`config.mk`:
```
export PLATFORM = sky130hd
export DESIGN_NAME = http_request_line_splitter_unit
export DESIGN_NICKNAME = d
export VERILOG_FILES = /design/src/sv/hrls_pkg.sv /design/src/sv/http_request_line_splitter_unit.sv
export SDC_FILE = /design/constraint.sdc
export NUM_CORES = 1
export LEC_CHECK = 0
export BUFFER_PORTS_ARGS = -buffer_cell sky130_fd_sc_hd__buf_4
export CAP_MARGIN = 0
export CORE_MARGIN = 2
export CORE_UTILIZATION = 60
export DETAILED_ROUTE_END_ITERATION = 16
export PLACE_DENSITY = 0.76
export SYNTH_ARGS = -nofsm -noshare
export SYNTH_HDL_FRONTEND = slang
export SYNTH_SLANG_ARGS = --single-unit
```
`constraint.sdc`:
```
create_clock -name clk -period 3 [get_ports clk]
set_input_delay 0.15 -clock clk [delete_from_list [all_inputs] [get_ports clk]]
set_output_delay 0.15 -clock clk [all_outputs]
set_load 0.02 [all_outputs]
```
`src/sv/hrls_pkg.sv`:
```
// ----------------------------------------------------------------------------
// hrls_pkg
// Shared constants for the request line splitter: character codes, field
// tags, line status codes, register indexes and capacity reset values.
// ----------------------------------------------------------------------------
package hrls_pkg;

  localparam int CAP_W         = 12;
  localparam int CFG_IDX_W     = 2;
  localparam int COUNT_WIDTH_D = 12;

  localparam logic [7:0] CH_SPACE = 8'h20;
  localparam logic [7:0] CH_QMARK = 8'h3F;

  // Field tags carried with every word.
  localparam logic [1:0] TAG_SEP    = 2'd0;
  localparam logic [1:0] TAG_METHOD = 2'd1;
  localparam logic [1:0] TAG_PATH   = 2'd2;
  localparam logic [1:0] TAG_QUERY  = 2'd3;

  // Line status, meaningful when line_done is set.
  localparam logic [1:0] STAT_OK       = 2'd0;
  localparam logic [1:0] STAT_OK_QUERY = 2'd1;
  localparam logic [1:0] STAT_ERROR    = 2'd2;

  // Configuration register indexes.
  localparam logic [CFG_IDX_W-1:0] CFG_METHOD_CAP = 2'd0;
  localparam logic [CFG_IDX_W-1:0] CFG_PATH_CAP   = 2'd1;
  localparam logic [CFG_IDX_W-1:0] CFG_QUERY_CAP  = 2'd2;

  localparam logic [CAP_W-1:0] METHOD_CAP_RST = 12'd16;
  localparam logic [CAP_W-1:0] PATH_CAP_RST   = 12'd1024;
  localparam logic [CAP_W-1:0] QUERY_CAP_RST  = 12'd1024;

endpackage

```
`src/sv/http_request_line_splitter_unit.sv`:
```
// ----------------------------------------------------------------------------
// http_request_line_splitter_unit
// Splits an HTTP request line, one byte per word, into method, path and
// query, echoing each byte with its field tag and giving a line status on
// the last byte.
// ----------------------------------------------------------------------------
//  channel | direction | handshake         | payload
//  --------+-----------+-------------------+----------------------------------
//  in_     | input     | in_valid/in_ready | line_byte, line_end
//  out_    | output    | out_valid/out_ready | byte_out, field_tag, line_done,
//          |           |                   | line_status
//  cfg_    | input     | cfg_we            | cfg_index, cfg_wdata
//
//  One word per cycle sustained while out_ready stays high. A word is
//  captured in the input register, classified against the line state and
//  then registered into the result register, which drives the outputs.
//  Both registers move together whenever the result register is empty or
//  being taken, so a stalled consumer holds at most two words in flight.
//  Reset is synchronous and clears the line state, both valid flags and the
//  capacities to their defaults.
// ----------------------------------------------------------------------------
module http_request_line_splitter_unit #(
  parameter int COUNT_WIDTH = hrls_pkg::COUNT_WIDTH_D
) (
  input  logic                           clk,
  input  logic                           rst_n,
  input  logic                           in_valid,
  output logic                           in_ready,
  input  logic [7:0]                     in_line_byte,
  input  logic                           in_line_end,
  output logic                           out_valid,
  input  logic                           out_ready,
  output logic [7:0]                     out_byte_out,
  output logic [1:0]                     out_field_tag,
  output logic                           out_line_done,
  output logic [1:0]                     out_line_status,
  input  logic                           cfg_we,
  input  logic [hrls_pkg::CFG_IDX_W-1:0] cfg_index,
  input  logic [hrls_pkg::CAP_W-1:0]     cfg_wdata
);
  import hrls_pkg::*;

  localparam int CMP_W = (COUNT_WIDTH > CAP_W) ? COUNT_WIDTH : CAP_W;
  localparam logic [COUNT_WIDTH-1:0] CNT_MAX = {COUNT_WIDTH{1'b1}};

  typedef enum logic [1:0] {PH_METHOD, PH_PATH, PH_QUERY, PH_AFTER} phase_t;

  typedef logic [COUNT_WIDTH-1:0] count_t;

  logic [CAP_W-1:0] method_cap_r, path_cap_r, query_cap_r;

  logic       in_vld_r;
  logic [7:0] in_byte_r;
  logic       in_end_r;

  phase_t phase_r, phase_nxt;
  count_t mcnt_r, mcnt_nxt, pcnt_r, pcnt_nxt, qcnt_r, qcnt_nxt;
  logic   err_r, err_nxt, qseen_r, qseen_nxt;

  logic       out_vld_r;
  logic [7:0] out_byte_r;
  logic [1:0] out_tag_r, tag_nxt;
  logic       out_done_r;
  logic [1:0] out_stat_r, stat_nxt;

  logic adv;
  logic m_bad, p_bad, q_bad;
  logic err_line;

  assign adv      = !out_vld_r || out_ready;
  assign in_ready = !in_vld_r || adv;

  // A field is closed in error when it is empty or not below its capacity.
  assign m_bad = (mcnt_r == '0) || (CMP_W'(mcnt_r) >= CMP_W'(method_cap_r));
  assign p_bad = (pcnt_r == '0) || (CMP_W'(pcnt_r) >= CMP_W'(path_cap_r));
  assign q_bad = (qcnt_r == '0) || (CMP_W'(qcnt_r) >= CMP_W'(query_cap_r));

  always_comb begin
    phase_nxt = phase_r;
    mcnt_nxt  = mcnt_r;
    pcnt_nxt  = pcnt_r;
    qcnt_nxt  = qcnt_r;
    err_nxt   = err_r;
    qseen_nxt = qseen_r;
    tag_nxt   = TAG_SEP;
    stat_nxt  = STAT_OK;
    err_line  = 1'b0;
    case (phase_r)
      PH_METHOD: begin
        if (in_byte_r == CH_SPACE) begin
          if (m_bad) err_nxt = 1'b1;
          phase_nxt = PH_PATH;
        end else begin
          tag_nxt = TAG_METHOD;
          if (mcnt_r == CNT_MAX) err_nxt = 1'b1;
          else mcnt_nxt = mcnt_r + 1'b1;
        end
      end
      PH_PATH: begin
        if (in_byte_r == CH_SPACE) begin
          if (p_bad) err_nxt = 1'b1;
          phase_nxt = PH_AFTER;
        end else if (in_byte_r == CH_QMARK) begin
          if (p_bad) err_nxt = 1'b1;
          qseen_nxt = 1'b1;
          phase_nxt = PH_QUERY;
        end else begin
          tag_nxt = TAG_PATH;
          if (pcnt_r == CNT_MAX) err_nxt = 1'b1;
          else pcnt_nxt = pcnt_r + 1'b1;
        end
      end
      PH_QUERY: begin
        if (in_byte_r == CH_SPACE) begin
          if (q_bad) err_nxt = 1'b1;
          phase_nxt = PH_AFTER;
        end else begin
          tag_nxt = TAG_QUERY;
          if (qcnt_r == CNT_MAX) err_nxt = 1'b1;
          else qcnt_nxt = qcnt_r + 1'b1;
        end
      end
      default: ;
    endcase

    if (in_end_r) begin
      err_line = err_nxt || (phase_nxt != PH_AFTER);
      if (err_line)       stat_nxt = STAT_ERROR;
      else if (qseen_nxt) stat_nxt = STAT_OK_QUERY;
      else                stat_nxt = STAT_OK;
      // The line is finished, so the next word starts a fresh one.
      phase_nxt = PH_METHOD;
      mcnt_nxt  = '0;
      pcnt_nxt  = '0;
      qcnt_nxt  = '0;
      err_nxt   = 1'b0;
      qseen_nxt = 1'b0;
    end
  end

  always_ff @(posedge clk) begin
    if (!rst_n) begin
      method_cap_r <= METHOD_CAP_RST;
      path_cap_r   <= PATH_CAP_RST;
      query_cap_r  <= QUERY_CAP_RST;
    end else if (cfg_we) begin
      case (cfg_index)
        CFG_METHOD_CAP: method_cap_r <= cfg_wdata;
        CFG_PATH_CAP:   path_cap_r   <= cfg_wdata;
        CFG_QUERY_CAP:  query_cap_r  <= cfg_wdata;
        default: ;
      endcase
    end
  end

  always_ff @(posedge clk) begin
    if (!rst_n) begin
      in_vld_r  <= 1'b0;
      out_vld_r <= 1'b0;
      phase_r   <= PH_METHOD;
      mcnt_r    <= '0;
      pcnt_r    <= '0;
      qcnt_r    <= '0;
      err_r     <= 1'b0;
      qseen_r   <= 1'b0;
    end else begin
      if (in_ready) begin
        in_vld_r <= in_valid;
      end
      if (adv) begin
        out_vld_r <= in_vld_r;
        if (in_vld_r) begin
          phase_r <= phase_nxt;
          mcnt_r  <= mcnt_nxt;
          pcnt_r  <= pcnt_nxt;
          qcnt_r  <= qcnt_nxt;
          err_r   <= err_nxt;
          qseen_r <= qseen_nxt;
        end
      end
    end
  end

  always_ff @(posedge clk) begin
    if (in_ready && in_valid) begin
      in_byte_r <= in_line_byte;
      in_end_r  <= in_line_end;
    end
    if (adv && in_vld_r) begin
      out_byte_r <= in_byte_r;
      out_tag_r  <= tag_nxt;
      out_done_r <= in_end_r;
      out_stat_r <= stat_nxt;
    end
  end

  assign out_valid       = out_vld_r;
  assign out_byte_out    = out_byte_r;
  assign out_field_tag   = out_tag_r;
  assign out_line_done   = out_done_r;
  assign out_line_status = out_stat_r;

endmodule

```
==> impl_metrics.env, run 1 <==
export IMPL_outcome="complete, no violations"
export IMPL_synth_xor_area_share_pct=4.13
export IMPL_dr_pass1_iters=5
export IMPL_cp_arrival_ns=2.85
export IMPL_finalPower_mw=2.48
export IMPL_io_pin_count=43
export IMPL_power_density_nw_per_um2=416
export IMPL_timing_critical_path_required_ns=3.22
export IMPL_chipWidth_um=98.0
export IMPL_dieArea_um2=9610
export IMPL_synth_distinct_cells=56
export IMPL_grt_first_pass_wirelength_um=20900
export IMPL_final_cell_area_um2=5950
export IMPL_routed_wl_um=12400
export IMPL_synth_top_area_cell="dfxtp_1"
export IMPL_synth_nets=672
export IMPL_crit_path_max_fanout=11
export IMPL_synth_sequential_area_ratio_pct=41.9
export IMPL_start_kind="flip-flop"
export IMPL_cts_setup_buffers=0
export IMPL_clock_latency_ns=0.37
export IMPL_dpl_cell_count=733
export IMPL_synth_top_family_by_area="simple AND/OR/NAND/NOR gates"
export IMPL_grt_ovfl_total=0
export IMPL_seqPwrFrac_pct=57.8
export IMPL_gp_congestion=0.832
export IMPL_antenna_found_initial=0
export IMPL_worstMarginPinSlew_ns=1.02
export IMPL_fmax_mhz=380
export IMPL_areaGrowthSynthToFinish_pct=12.1
export IMPL_pwr_share_comb_pct=8.5
export IMPL_ys_top_cells_by_count="nand2_1 (88), dfxtp_1 (78), nor2_1 (52)"
export IMPL_track_usage_pct=26.9
export IMPL_vias_per_cell=5.89
export IMPL_stdcell_count=758
export IMPL_core_um2=8640
export IMPL_p_int_mw=1.87
export IMPL_syn_inst=602
export IMPL_yosysMostFrequentCell="nand2_1"
export IMPL_max_vdd_ir_drop_v=0.000238
export IMPL_max_cap_viol_count=0
export IMPL_die_h_um=98.0
export IMPL_skew_ns=0.00962
export IMPL_cts_resized=0
export IMPL_yosys_area_share_simple_pct=24.1
export IMPL_synthAdderAreaFrac_pct=9.91
export IMPL_crit_type="reg -> reg"
export IMPL_critPathCaptureType="flip-flop"
export IMPL_nets=715
export IMPL_synth_edf_count=22
export IMPL_rsz0062_at_grt="false"
export IMPL_drc=0
export IMPL_hp_class="in -> reg"
export IMPL_relSlewSlack_pct=32.1
export IMPL_synthesis_area_um2=5310
export IMPL_core_rowCount=34
export IMPL_finalHoldViolations=0
export IMPL_clkPwrFrac_pct=33.7
export IMPL_p_leak_nw=2.19
export IMPL_min_period_over_period_pct=87.7
export IMPL_clkTransAtPathRegs_ns=0.09
export IMPL_dp_hpwl_um=9050
export IMPL_ys_ff_latch=100
export IMPL_drv_slew=0
export IMPL_synthTopCellsByArea="dfxtp_1 (29%), edfxtp_1 (12%), ha_1 (9.9%)"
export IMPL_cts_htree_levels=3
export IMPL_synthFlopType="dfxtp_1"
export IMPL_wl_per_cell_um=16.4
export IMPL_drive_gt1_share_pct=11.5
export IMPL_cts_root_buffer="clkbuf_8"
export IMPL_start_util_pct=61.4
export IMPL_min_period_ns=2.63
export IMPL_async_flop_share_pct=0
export IMPL_vias=4465
export IMPL_clock_sinks=100
export IMPL_finalSetupViolCount=0
export IMPL_cts_tree="built"
export IMPL_synth_top_area_share_pct=29.4
export IMPL_swShare_pct=24.3
export IMPL_grt_max_degree=29
export IMPL_numCtsBuffers=9
export IMPL_clk_path_buf_depth=2
export IMPL_yosys_warnings=0
export IMPL_drt_initial_drc_count=332
export IMPL_drtAntennaViolNets=0
export IMPL_grt_pass1_vias=4280
export IMPL_place_area_um2=5670
export IMPL_setup_slack_ns=0.370
export IMPL_muxShareOfSynthArea_pct=0.377
export IMPL_pre_cts_ws_ns=0.461
export IMPL_power_switching_mw=0.602
export IMPL_antenna_cells=0
export IMPL_portBuffers=42
export IMPL_tns_ns=0
export IMPL_synth_compound_area_share_pct=14.1
export IMPL_syn_area_per_cell_um2=8.81
-- logic make-up (layout without fill, tap and decap cells) --
kind of cell,after synthesis,count (layout)
multiplexers,2,2
AND/OR/NAND/NOR,248,248
AO/OA/AOI/OAI,114,114
buffers and inverters,71,119
flip-flops,100,100
XOR/XNOR,25,25
adder cells (fa/ha/maj),42,42
-- final cells by class --
class / instances / area, µm²
Tap cell: 108 / 135
Clock inverter: 5 / 52.6
Fill cell: 711 / 2690
Clock buffer: 11 / 131
Sequential cell: 100 / 2220
Timing Repair Buffer: 55 / 435
Inverter: 48 / 180
Multi-Input combinational cell: 431 / 2790
-- state kept, by name, summed over array words and instances, names as in the netlist --
| signal | count |
|---|---|
| out_field_tag | 2 |
| in_vld_r | 1 |
| out_line_done | 1 |
| mcnt_r | 12 |
| err_r | 1 |
| out_valid | 1 |
| path_cap_r | 12 |
| in_byte_r | 8 |
| method_cap_r | 12 |
| out_line_status | 2 |
| phase_r | 2 |
| query_cap_r | 12 |
| in_end_r | 1 |
| pcnt_r | 12 |
| qcnt_r | 12 |
| qseen_r | 1 |
| out_byte_out | 8 |
-- worst max-delay path, stage by stage, from the launching register on --
cell and delay, ns:
dfxtp_1 0.43, ha_1 0.20, nand3_1 0.26, nor4_1 0.60, o41a_1 0.65, nor3b_2 0.13, xnor2_1 0.16, nor2_1 0.05
-- metrics by stage --
step                      hold slack, ns  util, %
after floorplan                    0.249        -
after global placement             0.329     65.7
after detailed placement           0.330     65.7
after CTS                        0.00592     68.9
after global routing              0.0123     68.9
final                            0.00747     68.9
-- per-layer routing --
| layer | part of all wire [%] | global-route usage [%] |
|---|---|---|
| met4 | 2.1 | 7.80 |
| met5 | 0 | 0 |
| met2 | 48 | 44.7 |
| met3 | 6.3 | 5.15 |
| met1 | 43 | 35.9 |
-- path summary, 6_finish.rpt --
check,endpoint,slack (ns),startpoint,depth (start not counted)
worst max-delay path,qcnt_r[2],0.37,qcnt_r[1],7
worst min-delay path,in_vld_r,0.007,in_valid,3
worst max register to register,qcnt_r[2],0.37,qcnt_r[1],7
worst min register to register,method_cap_r[6],0.46,method_cap_r[6],2
-- timing repair --
item / 4_1_cts / 5_1_grt
hold buffers: 9 / 0
endpoints found under the setup margin: 0 / 0
endpoints found under the hold margin: 9 / 0
-- power groups by stage --
stage	combinational, mW	clock, mW	sequential [mW]
after CTS	0.210	0.849	1.43
after global placement	0.194	0	1.46
after global routing	0.231	0.914	1.44
after detailed placement	0.199	0	1.46
after floorplan	0.110	0	1.46
final	0.210	0.834	1.43
-- cells in the final DEF, fill, tap and decap left out, types with 7 or more instances in the layout --
| cell type | n |
|---|---|
| clkbuf_8 | 9 |
| nor3_1 | 19 |
| xnor2_1 | 19 |
| a21oi_1 | 42 |
| nand3_1 | 17 |
| ha_1 | 42 |
| a21boi_0 | 13 |
| inv_1 | 47 |
| nand2_1 | 88 |
| dfxtp_1 | 78 |
| o21ai_0 | 14 |
| nor4_1 | 7 |
| nand4_1 | 13 |
| buf_4 | 46 |
| and3_1 | 10 |
| dlygate4sd3_1 | 9 |
| nor2_1 | 52 |
| edfxtp_1 | 22 |
(Power assumes the default switching activity.)
==> inputs of run 2 (changes only) <==
--- a/config.mk
+++ b/config.mk
@@ -5,12 +5,15 @@
 export SDC_FILE = /design/constraint.sdc
 export NUM_CORES = 1
 export LEC_CHECK = 0
+export ABC_AREA = 1
 export BUFFER_PORTS_ARGS = -buffer_cell sky130_fd_sc_hd__buf_4
 export CAP_MARGIN = 0
 export CORE_MARGIN = 2
 export CORE_UTILIZATION = 60
 export DETAILED_ROUTE_END_ITERATION = 16
 export PLACE_DENSITY = 0.76
+export SKIP_LAST_GASP = 1
 export SYNTH_ARGS = -nofsm -noshare
 export SYNTH_HDL_FRONTEND = slang
 export SYNTH_SLANG_ARGS = --single-unit
+export TNS_END_PERCENT = 50
==> run 2 against run 1 <==
- count of clock-buffer cells in the layout is 2 lower
- synthesized cell count is 19% higher
- synthesized area is 2.1% higher
- non-clock buffer count is 4 lower
- worst hold slack better by 0.011 ns
- critical endpoint is now err_r
- highest routed layer unchanged
- critical path type unchanged
- flip-flop and latch count stayed put
- total power is 2.1% higher
- fmax is 20% higher
- global-route usage is 0.82 points higher
- die area is 2.0% higher
- via count is 8.4% higher
- combinational power is 25% higher
==> impl_metrics.env, run 2 <==
export IMPL_setup_slack_ns=0.805
export IMPL_crit_end="err_r"
export IMPL_synthAdderAreaFrac_pct=9.71
export IMPL_clkTransAtPathRegs_ns=0.10
export IMPL_outcome="complete, no violations"
export IMPL_ys_ff_latch=100
export IMPL_synth_top_area_cell="dfxtp_1"
export IMPL_dieArea_um2=9800
export IMPL_final_util_pct=69.2
export IMPL_tns_ns=0
export IMPL_ff2ff_setup_slack_ns=0.80
export IMPL_final_common_cell="nand2_1"
export IMPL_dr_pass1_iters=5
export IMPL_stdcell_count=872
export IMPL_place_area_um2=5770
export IMPL_core_um2=8720
export IMPL_pre_cts_ws_ns=0.855
export IMPL_io_pin_count=43
export IMPL_crit_type="reg -> reg"
export IMPL_grt_max_degree=40
export IMPL_cp_arrival_ns=2.49
export IMPL_final_cell_mix="nand2_1 (143), inv_1 (88), nor2_1 (88), dfxtp_1 (78), a21oi_1 (76)"
export IMPL_crit_path_max_fanout=16
export IMPL_syn_area_per_cell_um2=7.56
export IMPL_finalHoldViolations=0
export IMPL_cts_htree_levels=3
export IMPL_cts_root_buffer="clkbuf_8"
export IMPL_fillers=757
export IMPL_rsz0062_at_grt="false"
export IMPL_syn_inst=716
export IMPL_critPathCaptureType="flip-flop"
export IMPL_whs_ns=0.0184
export IMPL_yosysMostFrequentCell="nand2_1"
export IMPL_die_h_um=99.0
export IMPL_r2r_cells=7
export IMPL_regToRegEndpoint="err_r"
export IMPL_timing_critical_path_required_ns=3.30
export IMPL_drv_slew=0
export IMPL_numCtsBuffers=9
export IMPL_synth_xor_area_share_pct=1.94
export IMPL_relSlewSlack_pct=44.4
export IMPL_yosys_warnings=0
export IMPL_gp_congestion=0.953
export IMPL_final_cell_area_um2=6040
export IMPL_synth_top_area_share_pct=28.8
export IMPL_muxShareOfSynthArea_pct=0
export IMPL_synthFlopType="dfxtp_1"
export IMPL_multi_input_area_um2=2740
export IMPL_cts_tree="built"
export IMPL_cts_setup_buffers=0
export IMPL_chipWidth_um=99.0
export IMPL_grt_pass1_vias=4728
export IMPL_cp_startpoint="in_end_r"
export IMPL_synthTopCellsByArea="dfxtp_1 (29%), edfxtp_1 (12%), nand2_1 (9.9%)"
export IMPL_max_vdd_ir_drop_v=0.000348
export IMPL_antenna_cells=0
export IMPL_finalPower_mw=2.53
export IMPL_synth_sequential_area_ratio_pct=41.0
export IMPL_yosys_area_share_simple_pct=25.2
export IMPL_cts_resized=0
export IMPL_finalSetupViolCount=0
export IMPL_areaGrowthSynthToFinish_pct=11.5
export IMPL_portBuffers=42
export IMPL_grt_first_pass_wirelength_um=22100
export IMPL_wl_per_cell_um=14.6
export IMPL_grt_ovfl_total=0
export IMPL_drt_initial_drc_count=199
export IMPL_synth_nets=786
export IMPL_min_period_over_period_pct=73.2
export IMPL_power_density_nw_per_um2=419
export IMPL_clock_sinks=100
export IMPL_start_kind="flip-flop"
export IMPL_hold_buffers=9
export IMPL_synth_top_family_by_area="simple AND/OR/NAND/NOR gates"
export IMPL_drc=0
export IMPL_vias=4842
export IMPL_antenna_found_initial=0
export IMPL_dpl_cell_count=847
export IMPL_core_rowCount=34
export IMPL_drive_gt1_share_pct=11.9
export IMPL_start_util_pct=62.1
export IMPL_track_usage_pct=27.7
export IMPL_max_cap_viol_count=0
export IMPL_clock_latency_ns=0.37
export IMPL_dp_hpwl_um=9500
export IMPL_synth_edf_count=22
export IMPL_min_period_ns=2.20
export IMPL_p_leak_nw=2.48
export IMPL_synth_compound_area_share_pct=13.8
export IMPL_ys_top_cells_by_count="nand2_1 (143), inv_1 (88), nor2_1 (88)"
export IMPL_synthesis_area_um2=5410
export IMPL_drtAntennaViolNets=0
export IMPL_seqCellArea_um2=2220
export IMPL_hp_class="in -> reg"
export IMPL_async_flop_share_pct=0
export IMPL_worstMarginPinSlew_ns=0.834
export IMPL_vias_per_cell=5.55
export IMPL_fmax_mhz=456
export IMPL_routed_wl_um=12700
export IMPL_skew_ns=0.0109
export IMPL_r2r_start="in_end_r"
export IMPL_clk_path_buf_depth=2
export IMPL_synth_distinct_cells=38
export IMPL_nets=829
[run 2: changes by cell type in the layout (fill, tap and decap cells not counted), sizes merged, moves of 6 or more]
cell | before | now
inv | 48 | 95
nor2 | 52 | 96
a21oi | 42 | 77
xor2 | 6 | 12
nand2b | 6 | 0
a21o | 6 | 0
xnor2 | 19 | 0
o21ai | 14 | 48
nor4 | 10 | 1
a21boi | 13 | 2
nand2 | 88 | 151
a2111oi | 6 | 0
and3 | 10 | 0
[run 2: worst min-delay path by stage]
stage,from,end,cells past startpoint
4_1_cts,cfg_wdata[10],query_cap_r[10],3
2_1_floorplan,in_line_byte[0],in_byte_r[0],0
6_report,cfg_wdata[10],query_cap_r[10],3
3_3_place_gp,in_line_byte[2],in_byte_r[2],1
5_1_grt,cfg_wdata[0],path_cap_r[0],3
3_5_place_dp,in_line_byte[3],in_byte_r[3],1
[run 2: power breakdown]
part | internal [mW] | switching, mW | leakage, nW
clock network | 0.315 | 0.509 | 0.0873
logic | 0.0966 | 0.166 | 1.55
registers | 1.42 | 0.0209 | 0.842
total | 1.83 | 0.696 | 2.48
[run 2: metal layers]
metal / track usage, % / vias up / share of wire [%]
li1: - / 2434 / -
met1: 35.3 / 2266 / 44
met2: 47.7 / 120 / 49
met3: 5.25 / 22 / 4.9
met4: 8.54 / 0 / 1.8
met5: 0 / - / 0
[run 2: layout make-up]
cell class | count | share of cell area [%]
flip-flops and latches | 100 | 36.8
clock inverters | 7 | 0.974
clock buffers | 9 | 2.05
well taps | 108 | 2.24
multi-input cells | 504 | 45.4
inverters | 93 | 5.80
repair buffers | 51 | 6.71
[run 2: worst max-delay path, cell delays in order, from the launching register on]
cell,delay [ns]
edfxtp_1,0.65
inv_1,0.48
nor2_1,0.10
inv_1,0.14
nand2_1,0.17
inv_2,0.27
o21ai_0,0.14
a31oi_1,0.18
[run 2: kinds of logic after synthesis]
logic type / after synthesis
adders and majority gates: 42
AOI/OAI and AO/OA: 139
buffers and inverters: 112
and+or+nand+nor: 311
xor gates and xnor gates: 12
DFF: 100
==> inputs of run 3 (changes only) <==
--- a/config.mk
+++ b/config.mk
@@ -5,7 +5,7 @@
 export SDC_FILE = /design/constraint.sdc
 export NUM_CORES = 1
 export LEC_CHECK = 0
-export ABC_AREA = 1
+export ABC_AREA = 0
 export BUFFER_PORTS_ARGS = -buffer_cell sky130_fd_sc_hd__buf_4
 export CAP_MARGIN = 0
 export CORE_MARGIN = 2
==> constraint.sdc (replaced) <==
create_clock -name clk -period 2.25 [get_ports clk]
set_input_delay 0.1125 -clock clk [delete_from_list [all_inputs] [get_ports clk]]
set_output_delay 0.1125 -clock clk [all_outputs]
set_load 0.02 [all_outputs]
==> run 3 against run 2 <==
- the run now ends with hold timing left
- worst hold slack got worse by 0.020 ns
- first-iteration DRC count increased by 71%
- die area fell by 1.9%
- fmax rose by 1.6%
- utilization increased by 2.9 points
- critical path type unchanged
- largest cell class unchanged
- largest power group unchanged
==> impl_metrics.env, run 3 (synthesis results as in run 1) <==
export IMPL_clkTransAtPathRegs_ns=0.11
export IMPL_timing_critical_path_required_ns=2.38
export IMPL_grt_ovfl_total=0
export IMPL_numCtsBuffers=9
export IMPL_dr_pass1_iters=5
export IMPL_areaGrowthSynthToFinish_pct=17.4
export IMPL_final_common_cell="nand2_1"
export IMPL_violations="hold timing"
export IMPL_final_cell_mix="nand2_1 (88), dfxtp_1 (77), buf_4 (59), nor2_1 (52), inv_1 (47)"
export IMPL_outcome="finished with violations"
export IMPL_clk_path_buf_depth=2
export IMPL_start_kind="flip-flop"
export IMPL_antenna_found_initial=0
export IMPL_min_period_over_period_pct=96.1
export IMPL_portBuffers=42
export IMPL_finalHoldViolations=1
export IMPL_drc=0
export IMPL_whs_ns=-0.00175
export IMPL_io_pin_count=43
export IMPL_track_usage_pct=27.9
export IMPL_drv_slew=0
export IMPL_hp_class="in -> reg"
export IMPL_clock_sinks=100
export IMPL_grt_max_degree=29
export IMPL_grt_pass1_vias=4450
export IMPL_cts_tree="built"
export IMPL_clock_latency_ns=0.38
export IMPL_fmax_mhz=463
export IMPL_drtAntennaViolNets=0
export IMPL_critPathCaptureType="flip-flop"
export IMPL_final_util_pct=72.1
export IMPL_power_density_nw_per_um2=555
export IMPL_max_vdd_ir_drop_v=0.000415
export IMPL_cpMostUsedCell="a21o_1"
export IMPL_multi_input_area_um2=2820
export IMPL_min_period_ns=2.16
export IMPL_wl_per_cell_um=16.5
export IMPL_drt_initial_drc_count=341
export IMPL_cp_arrival_ns=2.29
export IMPL_drive_gt1_share_pct=14.4
export IMPL_fillers=647
export IMPL_finalSetupViolCount=0
export IMPL_critPathMaxStageDelay_ns=0.47
export IMPL_rsz0062_at_grt="true"
export IMPL_start_util_pct=61.4
export IMPL_gp_congestion=0.893
export IMPL_worstMarginPinSlew_ns=0.547
export IMPL_seqCellArea_um2=2220
export IMPL_cts_htree_levels=3
export IMPL_core_um2=8640
export IMPL_p_leak_nw=2.33
export IMPL_core_rowCount=34
export IMPL_grt_first_pass_wirelength_um=21600
export IMPL_relSlewSlack_pct=63.2
export IMPL_crit_path_max_fanout=6
export IMPL_crit_type="reg -> reg"
export IMPL_antenna_cells=0
export IMPL_critPathTopFamily="compound AO/OA/AOI/OAI gates"
export IMPL_skew_ns=0.0143
export IMPL_max_cap_viol_count=0
export IMPL_crit_chain="ha_1 -> a21o_1 -> a21o_1 -> a211oi_1 -> a41oi_2 -> a32oi_1 -> a21oi_1"
export IMPL_vias_per_cell=5.86
export IMPL_nets=738
export IMPL_critical_path_buf_inv_count=0
export IMPL_dp_hpwl_um=9360
export IMPL_die_h_um=98.0
export IMPL_tns_ns=0
export IMPL_cts_root_buffer="clkbuf_8"
export IMPL_vias=4575
export IMPL_chipWidth_um=98.0
export IMPL_routed_wl_um=12900
export IMPL_slowest_stage="dfxtp_1"
export IMPL_dieArea_um2=9610
==> run 3: power by group <==
part           internal (mW)  switching (mW)
clock                  0.567           0.669
combinational          0.132           0.178
sequential              1.88          0.0297
total                   2.58           0.877
==> run 3: area by class of cell <==
type / instances / share of cell area (%)
well taps: 108 / 2.17
clock buffers: 10 / 2.21
clock inverters: 6 / 1.23
repair buffers: 78 / 10.5
inverters: 48 / 2.89
multi-input cells: 431 / 45.3
flip-flops and latches: 100 / 35.7
==> run 3: metal layers <==
layer	vias up	wire length, µm	part of all wire [%]	GRT usage, %
met2	175	6190	48	47.3
met4	0	310	2.4	10.7
met5	-	0	0	0
li1	2244	-	-	-
met1	2127	5530	43	34.9
met3	29	835	6.5	6.08
==> run 3: path summary, 6_finish.rpt <==
path                       start            endpoint  slack, ns  cells past startpoint
hold reg to reg   query_cap_r[5]      query_cap_r[5]       0.46                      2
setup reg to reg       qcnt_r[9]  out_line_status[1]       0.09                      7
setup / recovery       qcnt_r[9]  out_line_status[1]       0.09                      7
hold / removal      cfg_wdata[6]      query_cap_r[6]     -0.002                      3
==> run 3: through the flow <==
step / total power, mW / worst slack [ns] / hold WS [ns] / area [µm²] / instances
6_report: 3.45 / 0.0889 / -0.00175 / 6230 / 781
5_1_grt: 3.57 / -0.0387 / 0.00548 / 6230 / 781
4_1_cts: 3.46 / 0.0686 / 0.00291 / 6200 / 781
3_5_place_dp: 2.23 / 0.0837 / 0.292 / 5810 / 748
3_3_place_gp: 2.22 / 0.153 / 0.291 / 5810 / 748
2_1_floorplan: 2.10 / 0.275 / 0.211 / 5310 / 602
==> run 3: timing repair <==
item,CTS,global route
hold buffers,17,0
endpoints found under the setup margin,0,8
gates resized for setup,0,7
endpoints found under the hold margin,20,0
buffers inserted,0,0
==> run 3: worst reg2reg max path, delay by kind of cell (launching register included) <==
family          cells  cell delay, ns
compound gates      6            1.14
fa+ha+maj           1            0.30
flops               1            0.47
